--- config.mk ---
export PLATFORM = sky130hd
export DESIGN_NAME = efcc_seed_gen
export DESIGN_NICKNAME = d
export VERILOG_FILES = /design/src/rtl/efcc_pkg.sv /design/src/rtl/efcc_seed_gen.sv
export SDC_FILE = /design/constraint.sdc
export NUM_CORES = 1
export LEC_CHECK = 0
export ABC_CLOCK_PERIOD_IN_PS = 11900
export BUFFER_PORTS_ARGS = -buffer_cell sky130_fd_sc_hd__buf_2
export CORE_MARGIN = 2
export CORE_UTILIZATION = 60
export CTS_CLUSTER_SIZE = 20
export DETAILED_ROUTE_END_ITERATION = 6
export PLACE_DENSITY = 0.82
export SLEW_MARGIN = 40
export SYNTH_ARGS = -nofsm -noshare
export SYNTH_HDL_FRONTEND = slang
export SYNTH_SLANG_ARGS = --single-unit
--- constraint.sdc ---
create_clock -name i_clk -period 11.9 [get_ports i_clk]
set_input_delay 3.57 -clock i_clk [delete_from_list [all_inputs] [get_ports i_clk]]
set_output_delay 3.57 -clock i_clk [all_outputs]
set_load 0.01 [all_outputs]
--- src/rtl/efcc_pkg.sv ---
package efcc_pkg;

    localparam int CRC_W       = 16;
    localparam int BYTE_W      = 8;
    localparam int FRAME_LEN_W = 9;

    typedef logic [CRC_W-1:0]       t_crc;
    typedef logic [BYTE_W-1:0]      t_byte;
    typedef logic [1:0]             t_status;
    typedef logic [2:0]             t_kind;
    typedef logic [FRAME_LEN_W-1:0] t_frame_len;

    localparam t_crc CRC_INIT   = 16'hFFFF;
    localparam t_crc POLY_RESET = 16'hA001;

    // Configuration register indexes.
    localparam logic CFG_POLYNOMIAL  = 1'b0;
    localparam logic CFG_PREFIX_MODE = 1'b1;

    localparam t_status STATUS_GOOD      = 2'd0;
    localparam t_status STATUS_CRC_ERR   = 2'd1;
    localparam t_status STATUS_TOO_SHORT = 2'd2;
    localparam t_status STATUS_TOO_LONG  = 2'd3;

    localparam t_kind KIND_OTHER       = 3'd0;
    localparam t_kind KIND_CONNECT_ACK = 3'd1;
    localparam t_kind KIND_PROFILE_REQ = 3'd2;
    localparam t_kind KIND_TELEMETRY   = 3'd3;
    localparam t_kind KIND_PARAM_REQ   = 3'd4;

    localparam t_byte HDR_SYNC       = 8'hFE;
    localparam t_byte HDR_TYPE       = 8'h03;
    localparam t_byte HDR_CMD_CONN   = 8'h2C;
    localparam t_byte HDR_SUB_ACK    = 8'h24;
    localparam t_byte HDR_SUB_PROF   = 8'h25;
    localparam t_byte HDR_CMD_TELEM  = 8'h30;
    localparam t_byte HDR_SUB_TELEM  = 8'h5C;
    localparam t_byte HDR_CMD_PARAM  = 8'h31;
    localparam t_byte HDR_SUB_PARAM  = 8'h38;

    // The transmit prefix is three bytes long; the step counter stops here.
    localparam logic [1:0] PREFIX_DONE = 2'd3;

    typedef struct packed {
        logic busy;
        t_crc seed;
    } t_seed_info;

    function automatic t_byte prefix_byte(input logic [1:0] idx);
        t_byte b;
        unique case (idx)
            2'd0:    b = 8'h01;
            2'd1:    b = 8'hFE;
            2'd2:    b = 8'h04;
            default: b = 8'h00;
        endcase
        return b;
    endfunction

    // One byte of a reflected CRC, eight shift steps.
    function automatic t_crc crc_byte(input t_crc crc_in, input t_byte b, input t_crc poly);
        t_crc c;
        c = crc_in ^ {8'h00, b};
        for (int i = 0; i < BYTE_W; i++) begin
            if (c[0]) begin
                c = (c >> 1) ^ poly;
            end else begin
                c = c >> 1;
            end
        end
        return c;
    endfunction

endpackage

--- src/rtl/efcc_seed_gen.sv ---
module efcc_seed_gen (
    input  logic                 i_clk,
    input  logic                 i_rst_n,
    input  efcc_pkg::t_crc       i_poly,
    input  logic                 i_restart,
    output efcc_pkg::t_seed_info o_seed
);

    logic [1:0]     r_step;
    efcc_pkg::t_crc r_seed;

    // Runs the three prefix bytes through the CRC, one byte per cycle, whenever
    // the polynomial changes, so that a frame start only has to pick the result.
    always_ff @(posedge i_clk) begin
        if (!i_rst_n || i_restart) begin
            r_step <= '0;
            r_seed <= efcc_pkg::CRC_INIT;
        end else if (r_step != efcc_pkg::PREFIX_DONE) begin
            r_step <= r_step + 2'd1;
            r_seed <= efcc_pkg::crc_byte(r_seed, efcc_pkg::prefix_byte(r_step), i_poly);
        end
    end

    assign o_seed.busy = (r_step != efcc_pkg::PREFIX_DONE);
    assign o_seed.seed = r_seed;

endmodule

### Word level (Yosys, flattened, before mapping)

Cells that the tools add are included.

| cells by class | value |
|---|---|
| div/mod/pow operators | 0 |
| reductions and logical operators | 3 |
| muxes and demuxes | 25 |
| equality and inequality tests | 3 |
| bitwise operators | 9 |
| multiply operators | 0 |
| $lt $le $gt $ge | 0 |
| add/subtract/negate cells | 1 |
| shifts and indexed selects | 0 |

Operators with widths:

| kind | count |
|---|---|
| $mux 16 | 22 |
| $xor 15x16->16 | 8 |
| $pmux 8 s3 | 1 |
| $mux 8 | 2 |
| $xor 16x8->16 | 1 |
| $add 2x1->2 const B | 1 |
| $eq 2x1->1 const B | 1 |
| $eq 2x2->1 const B | 1 |
| $logic_not 2->1 | 1 |
| $ne 2x2->1 const B | 1 |
| $logic_not 1->1 | 1 |
| $logic_or 1x1->1 | 1 |

| word-level totals | value |
|---|---|
| memories kept | 0 |
| word-level logic and storage cells | 43 |
| bits in registers | 18 |
| bits in read-only memories | 0 |
| bits of input ports | 19 |
| memory bits (writable) | 0 |
| latch bits | 0 |

### Depth between registers and ports, before layout

| logic depth | value |
|---|---|
| depth in word-level cells | 35 |
| gate-level depth with buffers | 17 |
| gate-level depth less buffers | 14 |

### Worst setup path after synthesis

Ideal clock, no wire load.

| path | value |
|---|---|
| kind | input to register |
| from | input i_poly[2] |
| to | register r_seed[10] |
| data arrival time | 6676 ps |
| buffers on the path | 2 |
| stages on the path | 14 |
| setup time | 128 ps |
| path slack | 5095 ps |
| cell sequence | clkbuf_1 -> inv_1 -> or4_1 -> o31ai_1 -> nor4_2 -> and2_1 -> xor3_2 -> a21boi_4 -> or3_1 -> and4_1 -> or2_1 -> buf_2 -> a2111oi_2 -> nor3_1 |

| on the way | value |
|---|---|
| word-level cells in the longest chain between the ends | 29 |
| elaborated cells between the ends (all ways) | 30 |
| classes of those cells | mux (22); bitwise (8) |

Ends and longest elaborated chain:

| what | RTL line | RTL |
|---|---|---|
| start, declared | efcc_seed_gen.sv:4 | `input efcc_pkg::t_crc i_poly,` |
| $xor 15x16->16 | efcc_pkg.sv:66 | `c = (c >> 1) ^ poly;` |
| $mux 16 | efcc_pkg.sv:65 | `if (c[0]) begin` |
| $mux 16 | efcc_seed_gen.sv:18 | `end else if (r_step != efcc_pkg::PREFIX_DONE) begin` |
| $mux 16 | efcc_seed_gen.sv:15 | `if (!i_rst_n \|\| i_restart) begin` |
| $xor 15x16->16 | efcc_pkg.sv:66 |  |
| $mux 16 | efcc_pkg.sv:65 |  |
| $mux 16 | efcc_seed_gen.sv:18 |  |
| $mux 16 | efcc_seed_gen.sv:15 |  |
| (+13 left out) | - |  |
| $mux 16 (*) | efcc_seed_gen.sv:18 |  |
| $mux 16 (*) | efcc_seed_gen.sv:15 |  |
| $xor 15x16->16 | efcc_pkg.sv:66 |  |
| $mux 16 (*) | efcc_pkg.sv:65 |  |
| $mux 16 (*) | efcc_seed_gen.sv:18 |  |
| $mux 16 (*) | efcc_seed_gen.sv:15 |  |
| $xor 15x16->16 | efcc_pkg.sv:66 |  |
| $mux 16 (*) | efcc_pkg.sv:65 |  |
| end signal, assigned | efcc_seed_gen.sv:17 | `r_seed <= efcc_pkg::CRC_INIT;` |
| end signal, assigned | efcc_seed_gen.sv:20 | `r_seed <= efcc_pkg::crc_byte(r_seed, efcc_pkg::prefix_byte(r_step), i_poly);` |
| end, declared | efcc_seed_gen.sv:10 | `efcc_pkg::t_crc r_seed;` |

Every way passes the cells marked *; elsewhere a longest branch is shown, timed or not. The select of a mux whose other input is x is not followed.
A chain may end at the register's enable or synchronous reset.

### Worst setup path after layout

| path | value |
|---|---|
| from | input i_poly[0] |
| to | register r_seed[12] |

| on the way | value |
|---|---|
| word-level cells in the longest chain between the ends | 28 |
| elaborated cells between the ends (all ways) | 30 |
| classes of those cells | mux (22); bitwise (8) |

Ends and longest elaborated chain:

| what | RTL line |
|---|---|
| $xor 15x16->16 | efcc_pkg.sv:66 |
| $mux 16 | efcc_pkg.sv:65 |
| $mux 16 | efcc_seed_gen.sv:18 |
| $mux 16 | efcc_seed_gen.sv:15 |
| $mux 16 | efcc_pkg.sv:65 |
| $mux 16 | efcc_seed_gen.sv:18 |
| $mux 16 | efcc_seed_gen.sv:15 |
| $xor 15x16->16 | efcc_pkg.sv:66 |
| (+12 left out) | - |
| $mux 16 (on tied branches) | efcc_seed_gen.sv:18, efcc_pkg.sv:65 |
| $mux 16 (on tied branches) | efcc_seed_gen.sv:15, efcc_seed_gen.sv:18 |
| $xor 15x16->16 / $mux 16 (equally long branches) | efcc_pkg.sv:66, efcc_seed_gen.sv:15 |
| $mux 16 (*) | efcc_pkg.sv:65 |
| $mux 16 (*) | efcc_seed_gen.sv:18 |
| $mux 16 (*) | efcc_seed_gen.sv:15 |
| $xor 15x16->16 / $mux 16 (equally long branches) | efcc_pkg.sv:66, efcc_seed_gen.sv:15 |
| $mux 16 (*) | efcc_pkg.sv:65 |

Marked as above.

==> impl_metrics.csv <==
group,metric,value,unit
clock_tree,cts_resized,0,
yosys,synth-edff-count,0,
critical_path,cp_top_family,"XOR/XNOR gates",
critical_path,worstSetupStartpointType,"input port",
min_path,hold_path.class,"flop to flop",
sta,slew_headroom,45.4,%
sta,max_freq,135,MHz
cells_and_area,final-seq-area,360,um2
clock_tree,cts_buffer_depth,2,
floorplanning,die_area,5710,um2
yosys,synthFlopType,"dfxtp_1",
yosys,ys_seq_area_share,11.7,%
cells_and_area,fillers,448,
yosys,synth_mux_area_share,1.34,%
sta,period_needed,7430,ps
drt,first_iter_violations,335,
global_route,first_global_vias,2661,
global_route,grt_pass1_wl,12600,um
yosys,synth_area_leaders,"xnor2_1, dfxtp_1, xnor3_1",
clock_tree,cts_tree,"built",
cells_and_area,antenna_cells,0,
drt,dr.pass1.iters,5,
sta,slew_viol_final,0,
floorplanning,die_w,75.6,um
sta,setup_viol,0,
clock_tree,cts_sinks,18,
drt,route.detailed.drc,0,
yosys,synthCells,402,
clock_tree,cts_buffers,3,
sta,fin_crit_sh,62.5,%
yosys,async_reset_ff_share,0,%
yosys,synth_compound_area_share,17.1,%
critical_path,critPathSlowestCell,"a211oi_2",
clock_tree,root_buffer,"clkbuf_8",
placed_design,dp_hpwl,5660,um
cells_and_area,drive_above_1_share,14.5,%
floorplanning,num_io_pins,36,
drt,routed_wirelength,7850,um
floorplanning,rows,26,
sta,hold_violations,0,
yosys,yosysTopAreaCell,"xnor2_1",
critical_path,worst-path-buf-inv,1,
yosys,synthesis.area,3070,um2
flow_run,max_cap_viol_count,0,
critical_path,path_cells,"buf_2, nand2_2, xnor2_2, o311ai_1, o311a_1, xnor2_1, xnor3_1, a211oi_2, o21ai_1, xnor3_1, a2111oi_2, nor3_1",
global_route,grt-ovfl-total,0,
yosys,yosysWarnings,0,
placed_design,port_buffers,35,
critical_path,crit_path_max_incr_delay,730,ps
sta,rsz0062_at_grt,"no",
clock_tree,post-cts-setup-buffers,0,
yosys,yosysTopAreaCellShare,24.8,%
yosys,syn_area_per_cell,7.64,um2
sta,setup_tns,0,ps
clock_tree,clkTransAtPathRegs,80,ps
critical_path,end_kind,"flop",
yosys,synth_xor_area_share,42.7,%
drt,drtAntennaViolNets,0,
placed_design,gp_congestion,0.946,
critical_path,worst_ep_required_time,12050,ps
sta,tightest_slew,818,ps
critical_path,cp.arrival,7590,ps
clock_tree,cts_htree_levels,1,
run_status,status,"complete, no violations",
yosys,syn_nets,424,
global_route,grt_max_degree,33,
yosys,synth-adder-area-share,1.22,%
cells_and_area,final_nets,437,
drt,vias_per_cell,6.03,
yosys,synth_cell_types,53,
global_route,antenna_found_initial,0,
cells_and_area,area_growth,7.90,%
floorplanning,die_y,75.6,um
critical_path,path_common_cell,"xnor3_1",
cells_and_area,multi_input_area,2600,um2
yosys,synth-simple-area-share,21.3,%
cells_and_area,layout_common_cells,"xnor2_1, nand2_1, buf_2, o21ai_0, dfxtp_1",
floorplanning,core-area,5010,um2
clock_tree,ctsHoldBuffers,0,
yosys,ys_ff_latch,18,
critical_path,critPathKind,"input port to flop",
drt,routedWlPerCell,16.2,um
floorplanning,start_util,61.3,%
yosys,synth_top_family_by_area,"XOR/XNOR gates",
critical_path,crit_fanout,31,
clock_tree,clk_latency,270,ps
drt,dr_total_vias,2918,
cells_and_area,mostFrequentLayoutCell,"xnor2_1",
global_route,grt_usage,28.9,%
sta,fin_worst_skew,8.12,ps
-- worst register-to-register path, delay by kind of cell (launching register included) --
kind                     cells  cell delay, ps
AO/OA/AOI/OAI                5            1620
XOR/XNOR                     4            1570
adder cells (fa/ha/maj)      1             370
buffers and inverters        1              60
flip-flops                   1             390
multiplexers                 2             610
AND/OR/NAND/NOR              1              90
-- registers in the layout, indices dropped and copies added (netlist names) --
signal  count
r_seed     16
r_step      2
-- synth_stat cells (2+ instances only) --
cell       number
inv_1           5
o21ai_0        29
a2111oi_2       3
mux2i_1         3
xor2_2          2
nand2_1        84
ha_1            3
xor2_1         10
or3_1           3
clkbuf_1       20
xnor2_1        87
o311a_1         2
nor2_1         16
nand2b_1        4
dfxtp_1        18
o211ai_1        2
and4_1          4
a31oi_1         2
and3_1          4
o21ai_1        14
a21oi_1        16
nor4_1          4
nor3_1         10
buf_2           9
xnor3_1        16
and2_1          4
a2111o_1        2
-- path summary, 6_finish.rpt --
path                           from                 endpoint  slack, ps  cells past startpoint
min reg2reg  r_seed[9]$_SDFFE_PP1P_   r_seed[9]$_SDFFE_PP1P_        530                      2
max reg2reg  r_step[0]$_SDFFE_PP0P_  r_seed[12]$_SDFFE_PP1P_       7070                     14
min          r_seed[9]$_SDFFE_PP1P_   r_seed[9]$_SDFFE_PP1P_        530                      2
max                       i_poly[0]  r_seed[12]$_SDFFE_PP1P_       4470                     12
-- through the flow --
stage               hold slack (ps)  setup WS, ps  cell area [um2]  cells  util [%]
floorplan                       491          5100             3070    402         -
global placement                496          4240             3230    480      64.6
detailed placement              508          4180             3240    480      64.8
CTS                             525          4410             3300    484      65.9
global route                    567          4090             3320    484      66.2
finish                          527          4470             3320    484      66.2
-- cells by family after synthesis --
group | after synthesis
fa+ha+maj | 3
buf+inv | 35
flops | 18
mux | 4
simple gates | 142
compound gates | 82
xor+xnor | 118
-- cell type report --
| class | count | share of cell area, % |
|---|---|---|
| timing repair buffer | 38 | 5.96 |
| tap | 70 | 2.64 |
| inverter | 5 | 0.566 |
| multi-input combinational | 349 | 78.3 |
| clock buffer | 4 | 1.66 |
| sequential | 18 | 10.9 |
-- layer usage --
| metal | vias up | wire (um) | global-route usage (%) |
|---|---|---|---|
| li1 | 1388 | - | - |
| met1 | 1390 | 3320 | 40.0 |
| met2 | 119 | 3810 | 46.0 |
| met3 | 21 | 520 | 3.84 |
| met4 | 0 | 195 | 11.1 |
| met5 | - | 0 | 0 |
Power is not shown: default switching activity piles up to over one toggle a cycle in this logic, so the estimate is an artifact.
